<file path="config.mk">
export PLATFORM = sky130hd
export DESIGN_NAME = lattice_offset_fit_score
export DESIGN_NICKNAME = d
export VERILOG_FILES = /design/src/lofs_pkg.sv /design/src/lattice_offset_fit_score.sv /design/src/lofs_div.sv /design/src/lofs_sqrt.sv
export VERILOG_INCLUDE_DIRS = /design/src /design/src/src
export SDC_FILE = /design/constraint.sdc
export NUM_CORES = 2
export LEC_CHECK = 0
export CAP_MARGIN = 40
export CELL_PAD_IN_SITES_DETAIL_PLACEMENT = 1
export CELL_PAD_IN_SITES_GLOBAL_PLACEMENT = 1
export CORE_MARGIN = 10
export CORE_UTILIZATION = 50
export DETAILED_ROUTE_END_ITERATION = 6
export DONT_BUFFER_PORTS = 1
export PLACE_DENSITY_LB_ADDON = 0.15
export SETUP_SLACK_MARGIN = 0.5
export SYNTH_ARGS = -nofsm -noshare
export SYNTH_HDL_FRONTEND = slang
export SYNTH_HIERARCHICAL = 1
export SYNTH_SLANG_ARGS = --single-unit
</file>
<file path="constraint.sdc">
create_clock -name clk -period 10.88 [get_ports clk]
set_input_delay 2.176 -clock clk [delete_from_list [all_inputs] [get_ports clk]]
set_output_delay 2.176 -clock clk [all_outputs]
set_load 0.05 [all_outputs]
</file>
<file path="src/lattice_offset_fit_score_macros.svh">
// Assertion macros for the lattice offset fit scorer.
// Used by the top level only; expects clk and arst_n in scope.
`ifndef LATTICE_OFFSET_FIT_SCORE_MACROS_SVH
`define LATTICE_OFFSET_FIT_SCORE_MACROS_SVH

// Same-cycle implication, disabled during reset.
`define LOFS_ASSERT_NOW(label, ante, cons) \
	label: assert property (@(posedge clk) disable iff (!arst_n) (ante) |-> (cons)) \
		else $error("lofs assertion failed");

// Next-cycle implication, disabled during reset.
`define LOFS_ASSERT_NEXT(label, ante, cons) \
	label: assert property (@(posedge clk) disable iff (!arst_n) (ante) |=> (cons)) \
		else $error("lofs assertion failed");

`endif

</file>
<file path="src/lofs_pkg.sv">
// Shared types and constants of the lattice offset fit scorer.
// No dependencies; imported by every module of the block.
`timescale 1ns / 1ps

package lofs_pkg;

	// Configuration register indexes
	localparam int CFG_IDX_W = 2;
	localparam logic [CFG_IDX_W-1:0] CFG_LATTICE_START   = 2'd0;
	localparam logic [CFG_IDX_W-1:0] CFG_LATTICE_SPACING = 2'd1;
	localparam logic [CFG_IDX_W-1:0] CFG_LINE_COUNT      = 2'd2;

	// Field widths
	localparam int START_W   = 18;
	localparam int SPACING_W = 16;
	localparam int COUNT_W   = 6;
	localparam int POS_W     = 16;
	localparam int RMS_W     = 16;

	// Distance center - start, signed; error of a center, signed
	localparam int DIST_W = 19;
	localparam int ERR_W  = 18;

	// Shared divider: numerator, denominator, iteration counter
	localparam int DIV_NUM_W  = 36;
	localparam int DIV_DEN_W  = 17;
	localparam int DIV_CNT_W  = 6;
	localparam logic [DIV_CNT_W-1:0] CENTER_DIV_ITERS = DIV_CNT_W'(DIST_W);
	localparam logic [DIV_CNT_W-1:0] MEAN_DIV_ITERS   = DIV_CNT_W'(DIV_NUM_W);

	// Sum of squares and square root
	localparam int SUM_W      = 36;
	localparam int SQRT_IN_W  = 32;
	localparam int SQRT_OUT_W = 16;
	localparam int SQRT_REM_W = 18;
	localparam int SQRT_CNT_W = 4;

	// Sequencer states
	typedef enum logic [10:0] {
		S_IDLE  = 11'b000_0000_0001,
		S_PREP  = 11'b000_0000_0010,
		S_DIV   = 11'b000_0000_0100,
		S_CMP   = 11'b000_0000_1000,
		S_CHECK = 11'b000_0001_0000,
		S_WALK  = 11'b000_0010_0000,
		S_DRAIN = 11'b000_0100_0000,
		S_MEAN  = 11'b000_1000_0000,
		S_MDIV  = 11'b001_0000_0000,
		S_SQRT  = 11'b010_0000_0000,
		S_OUT   = 11'b100_0000_0000
	} lofs_state_t;

	// Divider request
	typedef struct packed {
		logic                 start;
		logic [DIV_CNT_W-1:0] iters;
	} lofs_div_ctl_t;

	// Divider status
	typedef struct packed {
		logic busy;
		logic done;
	} lofs_div_sts_t;

	// Magnitude of a signed error
	function automatic logic [ERR_W-1:0] err_mag(input logic signed [ERR_W-1:0] v);
		return v[ERR_W-1] ? ERR_W'(-v) : ERR_W'(v);
	endfunction

endpackage

</file>
<file path="src/lattice_offset_fit_score.sv">
// Lattice offset fit scorer, top level.
// Depends on lofs_pkg, lofs_div, lofs_sqrt and lattice_offset_fit_score_macros.svh.
`timescale 1ns / 1ps
`include "lattice_offset_fit_score_macros.svh"

// Each center word is mapped to its nearest lattice index by a bit-serial
// divider (one quotient bit per cycle). A center accepted in the idle state
// then passes the setup state, the divider start, the divide steps, the
// divider's done, at which the error store is also read, the keep-closest
// compare and the check state, and only then can the next center be
// accepted. A center whose index falls outside the lattice skips the
// compare; with zero spacing or zero lines it goes from idle straight to the
// check state. A center marked last adds the final pass: a walk of the
// error store, a drain of the walk pipeline, the mean setup, the 36-step
// mean divide with its start and done, the 16-step square root likewise and
// the load of the result; divide and root are skipped when no index was
// hit. The result sits in an output register; the next set can start while
// it waits, and the load of a further result waits until that register is
// free. There is no clearing pass after reset.
module lattice_offset_fit_score #(
	parameter int MAX_LINES = 32
) (
	input  logic                                  clk,
	input  logic                                  arst_n,
	// config write channel
	input  logic                                  cfg_valid,
	output logic                                  cfg_ready,
	input  logic [lofs_pkg::CFG_IDX_W-1:0]        cfg_index,
	input  logic [lofs_pkg::START_W-1:0]          cfg_data,
	// center input channel
	input  logic                                  in_valid,
	output logic                                  in_stall,
	input  logic [lofs_pkg::POS_W-1:0]            center_position,
	input  logic                                  last_center,
	// result channel
	output logic                                  out_valid,
	input  logic                                  out_stall,
	output logic                                  fit_found,
	output logic [lofs_pkg::COUNT_W-1:0]          inlier_count,
	output logic [lofs_pkg::COUNT_W-1:0]          span_length,
	output logic [lofs_pkg::RMS_W-1:0]            rms_error
);
	import lofs_pkg::*;

	localparam int IDX_W = $clog2(MAX_LINES);
	localparam int N_W   = $clog2(MAX_LINES + 1);
	localparam int CMP_W = (N_W > COUNT_W) ? N_W : COUNT_W;

	// Config registers
	logic signed [START_W-1:0] start_q;
	logic [SPACING_W-1:0]      spacing_q;
	logic [COUNT_W-1:0]        line_count_q;
	logic [N_W-1:0]            n_act;

	// Sequencer and walk control
	lofs_state_t               state_q;
	logic [N_W-1:0]            idx_q;
	logic                      v_s1;
	logic                      v_s2;
	logic [MAX_LINES-1:0]      hit_q;

	// Center datapath
	logic signed [DIST_W-1:0]  d_q;
	logic                      last_q;
	logic [DIST_W-1:0]         dist_mag;
	logic [DIST_W-1:0]         div_num_c;
	logic [DIST_W-1:0]         quot_c;
	logic                      drop_c;
	logic signed [ERR_W-1:0]   diff_c;
	logic signed [ERR_W-1:0]   em_c;
	logic [IDX_W-1:0]          k_q;
	logic signed [ERR_W-1:0]   e_q;
	logic                      upd_c;

	// Error store
	logic signed [ERR_W-1:0]   err_mem [MAX_LINES];
	logic signed [ERR_W-1:0]   rd_q;
	logic [IDX_W-1:0]          rd_addr;

	// Final pass datapath
	logic                      hit_s1;
	logic [IDX_W-1:0]          idx_s1;
	logic [2*ERR_W-1:0]        sq_s2;
	logic [SUM_W-1:0]          sum_q;
	logic [N_W-1:0]            cnt_q;
	logic [IDX_W-1:0]          lo_q;
	logic [IDX_W-1:0]          hi_q;
	logic [RMS_W-1:0]          rms_q;

	// Shared divider and square root
	lofs_div_ctl_t             div_ctl_q;
	lofs_div_sts_t             div_sts;
	logic [DIV_NUM_W-1:0]      div_num_q;
	logic [DIV_DEN_W-1:0]      div_den_q;
	logic [DIV_NUM_W-1:0]      div_quot;
	logic [DIV_DEN_W-1:0]      div_rem;
	logic                      sqrt_start_q;
	logic                      sqrt_done;
	logic [SQRT_OUT_W-1:0]     sqrt_root;

	// Output register
	logic                      out_valid_q;
	logic                      out_free;
	logic                      fit_q;
	logic [COUNT_W-1:0]        inlier_q;
	logic [COUNT_W-1:0]        span_q;
	logic [RMS_W-1:0]          rms_out_q;

	// Active line count, saturated to MAX_LINES
	assign n_act = (CMP_W'(line_count_q) > CMP_W'(MAX_LINES)) ?
		N_W'(MAX_LINES) : N_W'(line_count_q);

	assign cfg_ready = 1'b1;
	assign in_stall  = (state_q != S_IDLE);
	assign out_free  = !out_valid_q || !out_stall;

	// Divide operands for index: (2|d| + s) / (2s)
	assign dist_mag  = d_q[DIST_W-1] ? DIST_W'(-d_q) : DIST_W'(d_q);
	assign div_num_c = {dist_mag[DIST_W-2:0], 1'b0} + DIST_W'(spacing_q);

	// Quotient check and error from remainder: e = sign(d) * (r - s) / 2
	assign quot_c = div_quot[DIST_W-1:0];
	assign drop_c = (d_q[DIST_W-1] && (quot_c != '0)) || (quot_c >= DIST_W'(n_act));
	assign diff_c = $signed({1'b0, div_rem}) - $signed({2'b00, spacing_q});
	assign em_c   = diff_c >>> 1;

	// Keep the closest center; first one wins a tie
	assign upd_c = !hit_q[k_q] || (err_mag(e_q) < err_mag(rd_q));

	// Single read port shared by compare and final walk
	assign rd_addr = (state_q == S_WALK) ? idx_q[IDX_W-1:0] : quot_c[IDX_W-1:0];

	lofs_div u_div (
		.clk    (clk),
		.arst_n (arst_n),
		.ctl    (div_ctl_q),
		.num    (div_num_q),
		.den    (div_den_q),
		.sts    (div_sts),
		.quot   (div_quot),
		.rem    (div_rem)
	);

	lofs_sqrt u_sqrt (
		.clk      (clk),
		.arst_n   (arst_n),
		.start    (sqrt_start_q),
		.radicand (div_quot[SQRT_IN_W-1:0]),
		.done     (sqrt_done),
		.root     (sqrt_root)
	);

	// Config registers
	always_ff @(posedge clk or negedge arst_n) begin
		if (!arst_n) begin
			start_q      <= '0;
			spacing_q    <= SPACING_W'(1200);
			line_count_q <= COUNT_W'(19);
		end else if (cfg_valid && cfg_ready) begin
			unique case (cfg_index)
				CFG_LATTICE_START:   start_q      <= cfg_data;
				CFG_LATTICE_SPACING: spacing_q    <= cfg_data[SPACING_W-1:0];
				CFG_LINE_COUNT:      line_count_q <= cfg_data[COUNT_W-1:0];
				default: ;
			endcase
		end
	end

	// Sequencer
	always_ff @(posedge clk or negedge arst_n) begin
		if (!arst_n) begin
			state_q      <= S_IDLE;
			idx_q        <= '0;
			v_s1         <= 1'b0;
			v_s2         <= 1'b0;
			hit_q        <= '0;
			div_ctl_q    <= '0;
			sqrt_start_q <= 1'b0;
			out_valid_q  <= 1'b0;
		end else begin
			div_ctl_q.start <= 1'b0;
			sqrt_start_q    <= 1'b0;
			v_s1            <= 1'b0;
			v_s2            <= v_s1 && hit_s1;
			if (out_valid_q && !out_stall) begin
				out_valid_q <= 1'b0;
			end
			unique case (state_q)
				S_IDLE: begin
					if (in_valid) begin
						state_q <= ((spacing_q == '0) || (n_act == '0)) ? S_CHECK : S_PREP;
					end
				end
				S_PREP: begin
					div_ctl_q.start <= 1'b1;
					div_ctl_q.iters <= CENTER_DIV_ITERS;
					state_q         <= S_DIV;
				end
				S_DIV: begin
					if (div_sts.done) begin
						state_q <= drop_c ? S_CHECK : S_CMP;
					end
				end
				S_CMP: begin
					if (upd_c) begin
						hit_q[k_q] <= 1'b1;
					end
					state_q <= S_CHECK;
				end
				S_CHECK: begin
					idx_q <= '0;
					if (!last_q) begin
						state_q <= S_IDLE;
					end else if (n_act == '0) begin
						state_q <= S_DRAIN;
					end else begin
						state_q <= S_WALK;
					end
				end
				S_WALK: begin
					v_s1  <= 1'b1;
					idx_q <= idx_q + 1'b1;
					if (idx_q + N_W'(1) == n_act) begin
						state_q <= S_DRAIN;
					end
				end
				S_DRAIN: begin
					if (!v_s1 && !v_s2) begin
						state_q <= S_MEAN;
					end
				end
				S_MEAN: begin
					if (cnt_q == '0) begin
						state_q <= S_OUT;
					end else begin
						div_ctl_q.start <= 1'b1;
						div_ctl_q.iters <= MEAN_DIV_ITERS;
						state_q         <= S_MDIV;
					end
				end
				S_MDIV: begin
					if (div_sts.done) begin
						sqrt_start_q <= 1'b1;
						state_q      <= S_SQRT;
					end
				end
				S_SQRT: begin
					if (sqrt_done) begin
						state_q <= S_OUT;
					end
				end
				S_OUT: begin
					if (out_free) begin
						out_valid_q <= 1'b1;
						hit_q       <= '0;
						state_q     <= S_IDLE;
					end
				end
				default: state_q <= S_IDLE;
			endcase
		end
	end

	// Error store: one write, one registered read
	always_ff @(posedge clk) begin
		if ((state_q == S_CMP) && upd_c) begin
			err_mem[k_q] <= e_q;
		end
		rd_q <= err_mem[rd_addr];
	end

	// Datapath
	always_ff @(posedge clk) begin
		// accept a center word
		if ((state_q == S_IDLE) && in_valid) begin
			d_q    <= $signed({3'b000, center_position}) - $signed({start_q[START_W-1], start_q});
			last_q <= last_center;
		end
		// divider operands
		if (state_q == S_PREP) begin
			div_num_q <= {div_num_c, (DIV_NUM_W - DIST_W)'(0)};
			div_den_q <= {spacing_q, 1'b0};
		end else if (state_q == S_MEAN) begin
			div_num_q <= sum_q;
			div_den_q <= DIV_DEN_W'(cnt_q);
		end
		// index and signed error of this center
		if ((state_q == S_DIV) && div_sts.done) begin
			k_q <= quot_c[IDX_W-1:0];
			e_q <= d_q[DIST_W-1] ? -em_c : em_c;
		end
		// final pass: clear accumulators
		if (state_q == S_CHECK) begin
			cnt_q <= '0;
			sum_q <= '0;
			lo_q  <= '0;
			hi_q  <= '0;
		end
		// walk stage 1: hit flag and index of the entry being read
		hit_s1 <= (state_q == S_WALK) && hit_q[idx_q[IDX_W-1:0]];
		idx_s1 <= idx_q[IDX_W-1:0];
		// stage 2 input: count, span, square
		if (v_s1 && hit_s1) begin
			if (cnt_q == '0) begin
				lo_q <= idx_s1;
			end
			hi_q  <= idx_s1;
			cnt_q <= cnt_q + 1'b1;
		end
		sq_s2 <= err_mag(rd_q) * err_mag(rd_q);
		// stage 2: accumulate
		if (v_s2) begin
			sum_q <= sum_q + SUM_W'(sq_s2);
		end
		// root of the mean square; mean stays below 2^30 so no saturation occurs
		if (state_q == S_MEAN) begin
			rms_q <= '0;
		end else if ((state_q == S_SQRT) && sqrt_done) begin
			rms_q <= RMS_W'(sqrt_root);
		end
		// result word
		if ((state_q == S_OUT) && out_free) begin
			fit_q     <= (cnt_q != '0);
			inlier_q  <= COUNT_W'(cnt_q);
			span_q    <= (cnt_q != '0) ?
				COUNT_W'(N_W'(hi_q) - N_W'(lo_q) + N_W'(1)) : '0;
			rms_out_q <= rms_q;
		end
	end

	assign out_valid    = out_valid_q;
	assign fit_found    = fit_q;
	assign inlier_count = inlier_q;
	assign span_length  = span_q;
	assign rms_error    = rms_out_q;

	// A new result only ever comes from the output state
	`LOFS_ASSERT_NOW(a_result_from_out, $rose(out_valid_q), $past(state_q == S_OUT))
	// Hit flags are all clear once a result has been loaded
	`LOFS_ASSERT_NEXT(a_hits_cleared, (state_q == S_OUT) && out_free, hit_q == '0)
	// A reported fit carries a nonzero count and span
	`LOFS_ASSERT_NOW(a_fit_counts, out_valid_q && fit_q, (inlier_q != '0) && (span_q != '0))

endmodule

</file>
<file path="src/lofs_div.sv">
// Bit-serial restoring divider, one quotient bit per cycle.
// Depends on lofs_pkg. Numerator is left aligned; quotient lands in the low bits.
`timescale 1ns / 1ps

module lofs_div (
	input  logic                              clk,
	input  logic                              arst_n,
	input  lofs_pkg::lofs_div_ctl_t           ctl,
	input  logic [lofs_pkg::DIV_NUM_W-1:0]    num,
	input  logic [lofs_pkg::DIV_DEN_W-1:0]    den,
	output lofs_pkg::lofs_div_sts_t           sts,
	output logic [lofs_pkg::DIV_NUM_W-1:0]    quot,
	output logic [lofs_pkg::DIV_DEN_W-1:0]    rem
);
	import lofs_pkg::*;

	logic [DIV_NUM_W-1:0] num_q;
	logic [DIV_DEN_W:0]   rem_q;
	logic [DIV_DEN_W-1:0] den_q;
	logic [DIV_CNT_W-1:0] cnt_q;
	logic                 busy_q;
	logic                 done_q;
	logic [DIV_DEN_W:0]   rem_sh;
	logic                 fits;

	// One restoring step
	assign rem_sh = {rem_q[DIV_DEN_W-1:0], num_q[DIV_NUM_W-1]};
	assign fits   = rem_sh >= {1'b0, den_q};

	// Control
	always_ff @(posedge clk or negedge arst_n) begin
		if (!arst_n) begin
			busy_q <= 1'b0;
			done_q <= 1'b0;
			cnt_q  <= '0;
		end else begin
			done_q <= 1'b0;
			if (ctl.start) begin
				busy_q <= 1'b1;
				cnt_q  <= ctl.iters;
			end else if (busy_q) begin
				cnt_q <= cnt_q - 1'b1;
				if (cnt_q == DIV_CNT_W'(1)) begin
					busy_q <= 1'b0;
					done_q <= 1'b1;
				end
			end
		end
	end

	// Datapath: shift numerator out, quotient bits in
	always_ff @(posedge clk) begin
		if (ctl.start) begin
			num_q <= num;
			den_q <= den;
			rem_q <= '0;
		end else if (busy_q) begin
			num_q <= {num_q[DIV_NUM_W-2:0], fits};
			rem_q <= fits ? (rem_sh - {1'b0, den_q}) : rem_sh;
		end
	end

	assign sts.busy = busy_q;
	assign sts.done = done_q;
	assign quot     = num_q;
	assign rem      = rem_q[DIV_DEN_W-1:0];

endmodule

</file>
<file path="src/lofs_sqrt.sv">
// Digit-serial integer square root, one root bit per cycle (floor).
// Depends on lofs_pkg.
`timescale 1ns / 1ps

module lofs_sqrt (
	input  logic                              clk,
	input  logic                              arst_n,
	input  logic                              start,
	input  logic [lofs_pkg::SQRT_IN_W-1:0]    radicand,
	output logic                              done,
	output logic [lofs_pkg::SQRT_OUT_W-1:0]   root
);
	import lofs_pkg::*;

	logic [SQRT_IN_W-1:0]   x_q;
	logic [SQRT_REM_W-1:0]  rem_q;
	logic [SQRT_OUT_W-1:0]  root_q;
	logic [SQRT_CNT_W-1:0]  cnt_q;
	logic                   busy_q;
	logic                   done_q;
	logic [SQRT_REM_W+1:0]  rem_sh;
	logic [SQRT_REM_W+1:0]  trial;
	logic                   fits;

	// Bring down two radicand bits, try root*4+1
	assign rem_sh = {rem_q, x_q[SQRT_IN_W-1 -: 2]};
	assign trial  = (SQRT_REM_W + 2)'({root_q, 2'b01});
	assign fits   = rem_sh >= trial;

	// Control
	always_ff @(posedge clk or negedge arst_n) begin
		if (!arst_n) begin
			busy_q <= 1'b0;
			done_q <= 1'b0;
			cnt_q  <= '0;
		end else begin
			done_q <= 1'b0;
			if (start) begin
				busy_q <= 1'b1;
				cnt_q  <= '0;
			end else if (busy_q) begin
				cnt_q <= cnt_q + 1'b1;
				if (cnt_q == SQRT_CNT_W'(SQRT_OUT_W - 1)) begin
					busy_q <= 1'b0;
					done_q <= 1'b1;
				end
			end
		end
	end

	// Datapath
	always_ff @(posedge clk) begin
		if (start) begin
			x_q    <= radicand;
			rem_q  <= '0;
			root_q <= '0;
		end else if (busy_q) begin
			x_q    <= {x_q[SQRT_IN_W-3:0], 2'b00};
			rem_q  <= fits ? SQRT_REM_W'(rem_sh - trial) : SQRT_REM_W'(rem_sh);
			root_q <= {root_q[SQRT_OUT_W-2:0], fits};
		end
	end

	assign done = done_q;
	assign root = root_q;

endmodule

</file>
==> metrics.csv <==
metric;value;unit
status;completed;
share of layout cells above drive strength 1;9.591;%
Worst EP required;11.50;ns
CTS Buffer Depth;3;
Final min period;9.366;ns
Hold Path Class;reg -> reg;
Site Rows;123;
clk_skew;0.04907;ns
TNS Setup;0;ns
fmax;106.8;MHz
Antenna Nets Post-Route;0;
RSZ-0062 raised after global routing;no;
Slew Viols, Final;0;
Starting Density;50.56;%
hpwl dp;112700;um
GRT met2 Usage;44.48;%
Pre-antenna DRT Iters;6;
routed len/inst;25.16;um
grt total ovfl;0;
area grow syn2layout;10.24;%
reg2reg setup slack;1.51;ns
die height;357.8;um
total global-route track usage;25.66;%
grt met3 use;3.142;%
WS Path Type;reg -> reg;
largest net degree at the start of global routing;163;
Worst path max stage delay;0.69;ns
hold endpoint;u_div/den_q[12];
Final Hold Viols;0;
number of buffers created by CTS;109;
busiest grt layer;met2;
syn_area_per_cell;11.56;um^2
H-tree depth;3;
crit-path max FO;14;
Worst-path clk slew;0.06;ns
most common cell after layout, fill and taps aside;edfxtp_1;
Syn. warnings;6;
Routed WL;165000;um
first-pass GRT wire length;252400;um
Critical Path AT;9.99;ns
HP Start;div_den_q[12];
# port buffers;0;
IO Pins;74;
worst rel slew slack;37.13;%
antenna violations before repair;4;
M1 GR Usage;32.81;%
total of max-cap violations;0;
core area;112800;um^2
most frequent cells in the layout;815 x edfxtp_1, 740 x nand2_1, 420 x inv_1, 266 x ha_1, 237 x nor2_1;
cts hold-fix bufs;0;
routed vias;38900;
Period Utilization, post-route;86.08;%
r2r endpoint;sq_s2[33];
PostCTS Resize Cnt;0;
CTS tree;built;
clock root cell;clkbuf_16;
GP Congestion;0.8636;
slowest cell on the critical path;or4b_2;
Total Nets Final;5498;
clock latency on the worst-skew pair;0.73;ns
Netlist Area Pre-Place;57040;um^2
Worst setup EP type;flop;
DRC errors left;0;
hold depth;0;
vias per cell;5.931;
most frequent CP cell;fa_1;
final setup violation count;0;
FF-to-FF Start;rd_q[5];
die area;128000;um^2
Reg2Reg Depth;28;
Die X;357.8;um
DR iter-0 viols;3085;
Setup Buffers After CTS;0;
Clock Sinks;1074;
Worst-Margin Slew;0.9431;ns
Synth Instances;4934;
CP Launch Type;flop;
vias in the first global route;41580;
==> final cells by class <==
| type | count | area [um^2] |
|---|---|---|
| multi-input combinational | 3243 | 24670 |
| antenna | 1 | 2.502 |
| timing repair buffer | 110 | 973.4 |
| fill | 11560 | 49920 |
| sequential | 1074 | 30220 |
| clock inverter | 65 | 626.9 |
| tap | 1500 | 1877 |
| inverter | 427 | 1603 |
| clock buffer | 138 | 2910 |
==> per-stage QoR <==
| stage | cells | setup WS [ns] | area (um^2) | hold WS (ns) | utilization [%] |
|---|---|---|---|---|---|
| floorplan | 4947 | 2.799 | 57090 | 0.3454 | - |
| global placement | 6342 | 1.876 | 59130 | 0.4002 | 52.42 |
| detailed placement | 6354 | 1.603 | 59340 | 0.4059 | 52.61 |
| CTS | 6557 | 1.445 | 62880 | 0.4208 | 55.74 |
| global route | 6558 | 0.8836 | 62880 | 0.4311 | 55.74 |
| finish | 6558 | 1.514 | 62880 | 0.4184 | 55.74 |
==> critical path: cells and delay by family, from the launching register on <==
kind            cells  cell delay, ns
simple gates       10            3.09
xor+xnor            1            0.27
fa+ha+maj           7            3.50
compound gates      5            1.46
buf+inv             5            0.60
flops               1            0.34
==> flip-flops by register name (all words and copies together) (netlist names), 19 cells and up <==
signal and count:
d_q 19, sq_s2 35, hit_q 32, div_num_q 36, sum_q 36, u_div/quot 36, u_sqrt/x_q 32, err_mem 576
==> how the worst max path moves through the flow <==
stage               cells past startpoint        end    start  slack, ns
global route                           29  sq_s2[33]  rd_q[5]       0.88
detailed placement                     28  sq_s2[33]  rd_q[5]       1.60
CTS                                    28  sq_s2[33]  rd_q[5]       1.44
finish                                 28  sq_s2[33]  rd_q[5]       1.51
global placement                       28  sq_s2[33]  rd_q[6]       1.88
floorplan                              28  sq_s2[33]  rd_q[6]       2.80
==> per-layer routing <==
| layer | up-vias | share of wire [%] |
|---|---|---|
| li1 | 17510 | - |
| met1 | 20080 | 42 |
| met2 | 1022 | 50 |
| met3 | 284 | 4.6 |
| met4 | 2 | 3.9 |
| met5 | - | 0.0073 |
Power is not shown: default switching activity piles up to over one toggle a cycle in this logic, so the estimate is an artifact.
